===== src/design/record_deque_core_assert.svh =====
// assertion macros for the record deque core
// used by modules that own a signal named clock and a signal named reset
`ifndef RECORD_DEQUE_CORE_ASSERT_SVH
`define RECORD_DEQUE_CORE_ASSERT_SVH

// same-cycle implication, checked out of reset
`define RDQ_ASSERT_SAME(label, ante, cons, msg) \
   label: assert property (@(posedge clock) disable iff (reset) (ante) |-> (cons)) \
      else $error(msg);

// next-cycle implication, checked out of reset
`define RDQ_ASSERT_NEXT(label, ante, cons, msg) \
   label: assert property (@(posedge clock) disable iff (reset) (ante) |=> (cons)) \
      else $error(msg);

`endif


===== src/design/rdq_pkg.sv =====
// shared types and codes for the record deque core
// no dependencies
package rdq_pkg;

   localparam int DEPTH_DEFAULT = 16;

   // opcodes of a request beat
   localparam logic [2:0] OP_PUSH_FRONT = 3'd0;
   localparam logic [2:0] OP_PUSH_BACK  = 3'd1;
   localparam logic [2:0] OP_POP_FRONT  = 3'd2;
   localparam logic [2:0] OP_POP_BACK   = 3'd3;
   localparam logic [2:0] OP_DUMP       = 3'd4;

   // status codes of a response beat
   localparam logic [1:0] STATUS_DONE  = 2'd0;
   localparam logic [1:0] STATUS_EMPTY = 2'd1;
   localparam logic [1:0] STATUS_FULL  = 2'd2;

   typedef struct packed {
      logic [63:0]        id;
      logic [63:0]        name;
      logic [31:0]        gender;
      logic signed [31:0] score;
   } rec_type;

   // what a cell loads this cycle
   typedef enum logic [1:0] {
      MV_HOLD      = 2'd0,
      MV_LOAD      = 2'd1,
      MV_FROM_PREV = 2'd2,
      MV_FROM_NEXT = 2'd3
   } move_type;

   typedef enum logic [1:0] {
      ST_IDLE = 2'b01,
      ST_DUMP = 2'b10
   } state_type;

endpackage


===== src/design/rdq_cell.sv =====
// one storage cell of the deque chain, holds a single record
// depends on rdq_pkg
module rdq_cell (
   input  logic              clock,
   input  rdq_pkg::move_type move,
   input  rdq_pkg::rec_type  push_rec,
   input  rdq_pkg::rec_type  prev_rec,
   input  rdq_pkg::rec_type  next_rec,
   output rdq_pkg::rec_type  rec
);
   import rdq_pkg::*;

   rec_type rec_ff;
   rec_type rec_in;

   always_comb begin
      case (move)
         MV_HOLD:      rec_in = rec_ff;
         MV_LOAD:      rec_in = push_rec;
         MV_FROM_PREV: rec_in = prev_rec;
         MV_FROM_NEXT: rec_in = next_rec;
         default:      rec_in = rec_ff;
      endcase
   end

   always_ff @(posedge clock) begin
      rec_ff <= rec_in;
   end

   assign rec = rec_ff;

endmodule


===== config.mk =====
export PLATFORM = sky130hd
export DESIGN_NAME = rdq_cell
export DESIGN_NICKNAME = d
export VERILOG_FILES = /design/src/design/record_deque_core_assert.svh /design/src/design/rdq_pkg.sv /design/src/design/rdq_cell.sv
export SDC_FILE = /design/constraint.sdc
export NUM_CORES = 1
export LEC_CHECK = 0
export BUFFER_PORTS_ARGS = -buffer_cell sky130_fd_sc_hd__buf_2
export CAP_MARGIN = 20
export CORE_AREA = 3 3 298 300
export CTS_CLUSTER_DIAMETER = 120
export DETAILED_ROUTE_END_ITERATION = 10
export DIE_AREA = 0 0 301 303
export HOLD_SLACK_MARGIN = 0.05
export PLACE_DENSITY_LB_ADDON = 0.15
export SLEW_MARGIN = 20
export SYNTH_ARGS = -nofsm -noshare
export SYNTH_HDL_FRONTEND = slang
export SYNTH_SLANG_ARGS = --single-unit

===== constraint.sdc =====
create_clock -name clock -period 5.85 [get_ports clock]
set_clock_uncertainty 0.1 [all_clocks]
set_input_delay 1.17 -clock clock [delete_from_list [all_inputs] [get_ports clock]]
set_output_delay 1.17 -clock clock [all_outputs]
set_load 0.1 [all_outputs]

## Yosys cells after proc, flatten, opt, wreduce, memory -nomap -nowiden

Index checks and enable logic that the tools add are counted.
W data, S select, Z words.

| word-level totals | value |
|---|---|
| register bits | 192 |
| bits in latches | 0 |
| bits in writable memories | 0 |
| ROM bits | 0 |
| input port bits | 579 |
| output and inout port bits | 192 |
| logic and storage cells | 9 |
| memories kept | 0 |

| cells by class | value |
|---|---|
| $add $sub $neg | 0 |
| $mul | 0 |
| divide/modulo/power cells | 0 |
| magnitude comparators | 0 |
| equal/unequal tests | 3 |
| shifts and indexed selects | 0 |
| multiplexer cells | 1 |
| bitwise gates (word level) | 0 |
| reduce and logical (&&, ||, !) cells | 1 |

Operators with widths:

| kind | count |
|---|---|
| $pmux W192 S3 | 1 |
| $eq A2 B2 Y1 const B | 2 |
| $eq A2 B1 Y1 const B | 1 |
| $logic_not A2 Y1 | 1 |

## Logic depth before layout (Yosys ltp)

| logic depth | value |
|---|---|
| depth in word-level cells | 2 |
| mapped depth | 5 |
| gate-level depth less buffers | 2 |

## Worst setup path before layout

OpenSTA, ideal clock, no wires.

| timing path | value |
|---|---|
| kind | input -> register |
| start | input move[0] |
| end | register rec_ff, in the netlist rec[0], enable pin |
| setup time | 0.472 ns |
| arrival | 3.958 ns |
| required time | 5.278 ns |
| setup slack | 1.320 ns |
| stages | 4 |
| path buffers | 3 |
| path through | buf_4 buf_12 buf_8 or2_2 |

| on the way | value |
|---|---|
| cells in the longest elaborated chain, start to end | 1 |

RTL lines:

| what | line | text |
|---|---|---|
| start: declaration | rdq_cell.sv:5 | `input rdq_pkg::move_type move,` |
| $logic_not A2 Y1 | rdq_cell.sv:17 | `case (move)` |
| end signal: assignment | rdq_cell.sv:27 | `rec_ff <= rec_in;` |
| end: declaration | rdq_cell.sv:13 | `rec_type rec_ff;` |

Every way passes these cells.
A chain may end at the register's enable or synchronous reset.

## Worst setup path in the final report

| timing path | value |
|---|---|
| start | input move[0] |
| end | register rec_ff, in the netlist rec[61], enable pin |

Same word-level chain as after synthesis.

==> results.ini <==
[clocking]
clock_sinks = 192
cts_tree = built
clockRootBuffer = clkbuf_16
postCtsSetupBuffers = 0
h-tree-depth = 4
clock_path_buffers = 2
cts_hold_buf = 0
cts_resized = 0
clk_pin_slew_worst_paths_ns = 0.09
numCtsBuffers = 17

[placement]
portBuffers = 770
dp_hpwl_um = 36000
post_dp_cell_area_um2 = 14800
place.gp.congestion = 0.802

[setup_path]
critPathCaptureType = flop
critPathKind = input port to flop
crit_required_ns = 5.88
crit_path_start_kind = input port
crit_path_max_fanout = 59
arrival_ns = 2.78

[global_routing]
grt_start_max_net_pins = 191
track_usage = 0.0903
antenna_found_initial = 10
grt_pass1_vias = 9148
grt_overflow = 0
grt_pass1_wl_um = 59400

[logic_synthesis]
syn-mean-instance-area_um2 = 12.0
ys_warn_count = 0
ys_seq_area_frac = 0.578
synth_area_um2 = 9970
syn_inst = 834
synth-seq-cells = 192
ys_top_cells_by_area = edfxtp_1 (58%), mux2i_1 (19%), a21oi_1 (9.6%), nor2_1 (7.2%), buf_12 (3.6%)
yosys.area.top_type = edfxtp_1
yosysUniqueCellTypes = 11
syn-num-nets = 1413
yosysTopAreaCellShare = 0.578

[drt]
wl_um = 44300
drt_iter0_markers = 344
ant_nets = 0
drc = 0
wl_per_cell_um = 16.2
vias_per_cell = 3.33
first_pass_iters = 4
dr_total_vias = 9120

[timing]
rsz0062_at_grt = no
fmax_ghz = 0.364
setup_viol = 0
final_max_slew_viol_count = 0
finalCritPeriodShare = 0.470
tns_ns = 0
hold_viol_final = 0
slew-limit-headroom = 0.395
tightestPinTransition_ns = 0.907
fin_crit_ns = 2.75

[cells_and_area]
mostFrequentLayoutCells = buf_2 (768), mux2i_1 (192), nor2_1 (192), a21oi_1 (192), edfxtp_1 (192)
area_delta_synth_final_pct = 54.4
finish.net_count = 2147
largest_reg_flops = 192
drive_gt1_frac = 0.513
postLayoutCellArea_um2 = 15400
final_common_cell = buf_2

[floorplan]
die_area_um2 = 91200
dieHeight_um = 303
die_x_um = 301
ios = 771
fp-row-count = 108
core_area_um2 = 86500
start_util = 0.115

[pwr]
ir_drop_v = 0.000209
p_per_area_nw_per_um2 = 312
p_leak_nw = 7.07

[min_path]
worstHoldEndpoint = rec[101]
hold_class = input port to flop
holdPathStages = 3
hp-start = push_rec[101]

[flow_run]
cap_violations = 0

[run_status]
status = finished clean

area by class of cell:
class                           instances  area, µm²
Sequential cell                       192       5770
Timing Repair Buffer                  780       4000
Tap cell                             1155       1450
Clock inverter                         13        123
Clock buffer                           18        429
Fill cell                            9755      71100
Antenna cell                            6       15.0
Multi-Input combinational cell        577       3610
cells by family after synthesis:
family | synth area share
AO/OA/AOI/OAI | 0.0964
buffers and inverters | 0.0596
flip-flops | 0.578
multiplexers | 0.193
AND/OR/NAND/NOR | 0.0729
metal layers:
metal | wire length, µm | track usage
met3 | 3910 | 0.0331
met2 | 24500 | 0.177
met5 | 25 | 0
met1 | 15300 | 0.0882
met4 | 558 | 0.0256
power by group:
group	switching (W)	leakage [nW]	total, W	internal, W
Clock	0.000609	0.275	0.00117	0.000561
Combinational	0.00152	4.86	0.00188	0.000357
Sequential	0.0000483	1.93	0.00175	0.00170
critical path: stages:
cell	delay [ns]
buf_8	0.32
or2_4	0.72
buf_12	0.36
worst max path at each step:
stage,start,to,cells after the start,slack [ns]
3_5_place_dp,move[0],rec[38],3,2.48
3_3_place_gp,move[0],rec[113],3,2.52
2_1_floorplan,move[0],rec[0],4,1.32
6_report,move[0],rec[61],3,3.10
4_1_cts,move[0],rec[114],3,3.04
5_1_grt,move[0],rec[38],3,2.95
Yosys cell counts:
master / number
a21oi_1: 192
buf_1: 2
buf_12: 18
buf_2: 28
buf_4: 3
buf_8: 1
clkbuf_1: 13
edfxtp_1: 192
mux2i_1: 192
nor2_1: 192
or2_2: 1
stage by stage:
| stage | utilization | hold slack [ns] | setup WS (ns) | std cells | power [W] |
|---|---|---|---|---|---|
| 2_1_floorplan | - | 1.30 | 1.32 | 834 | 0.00323 |
| 3_3_place_gp | 0.171 | 1.39 | 2.52 | 2704 | 0.00370 |
| 3_5_place_dp | 0.171 | 1.40 | 2.48 | 2704 | 0.00369 |
| 4_1_cts | 0.178 | 0.848 | 3.04 | 2735 | 0.00493 |
| 5_1_grt | 0.178 | 0.871 | 2.95 | 2738 | 0.00503 |
| 6_report | 0.178 | 0.915 | 3.10 | 2741 | 0.00480 |
Power figures use the tool's default switching activity.
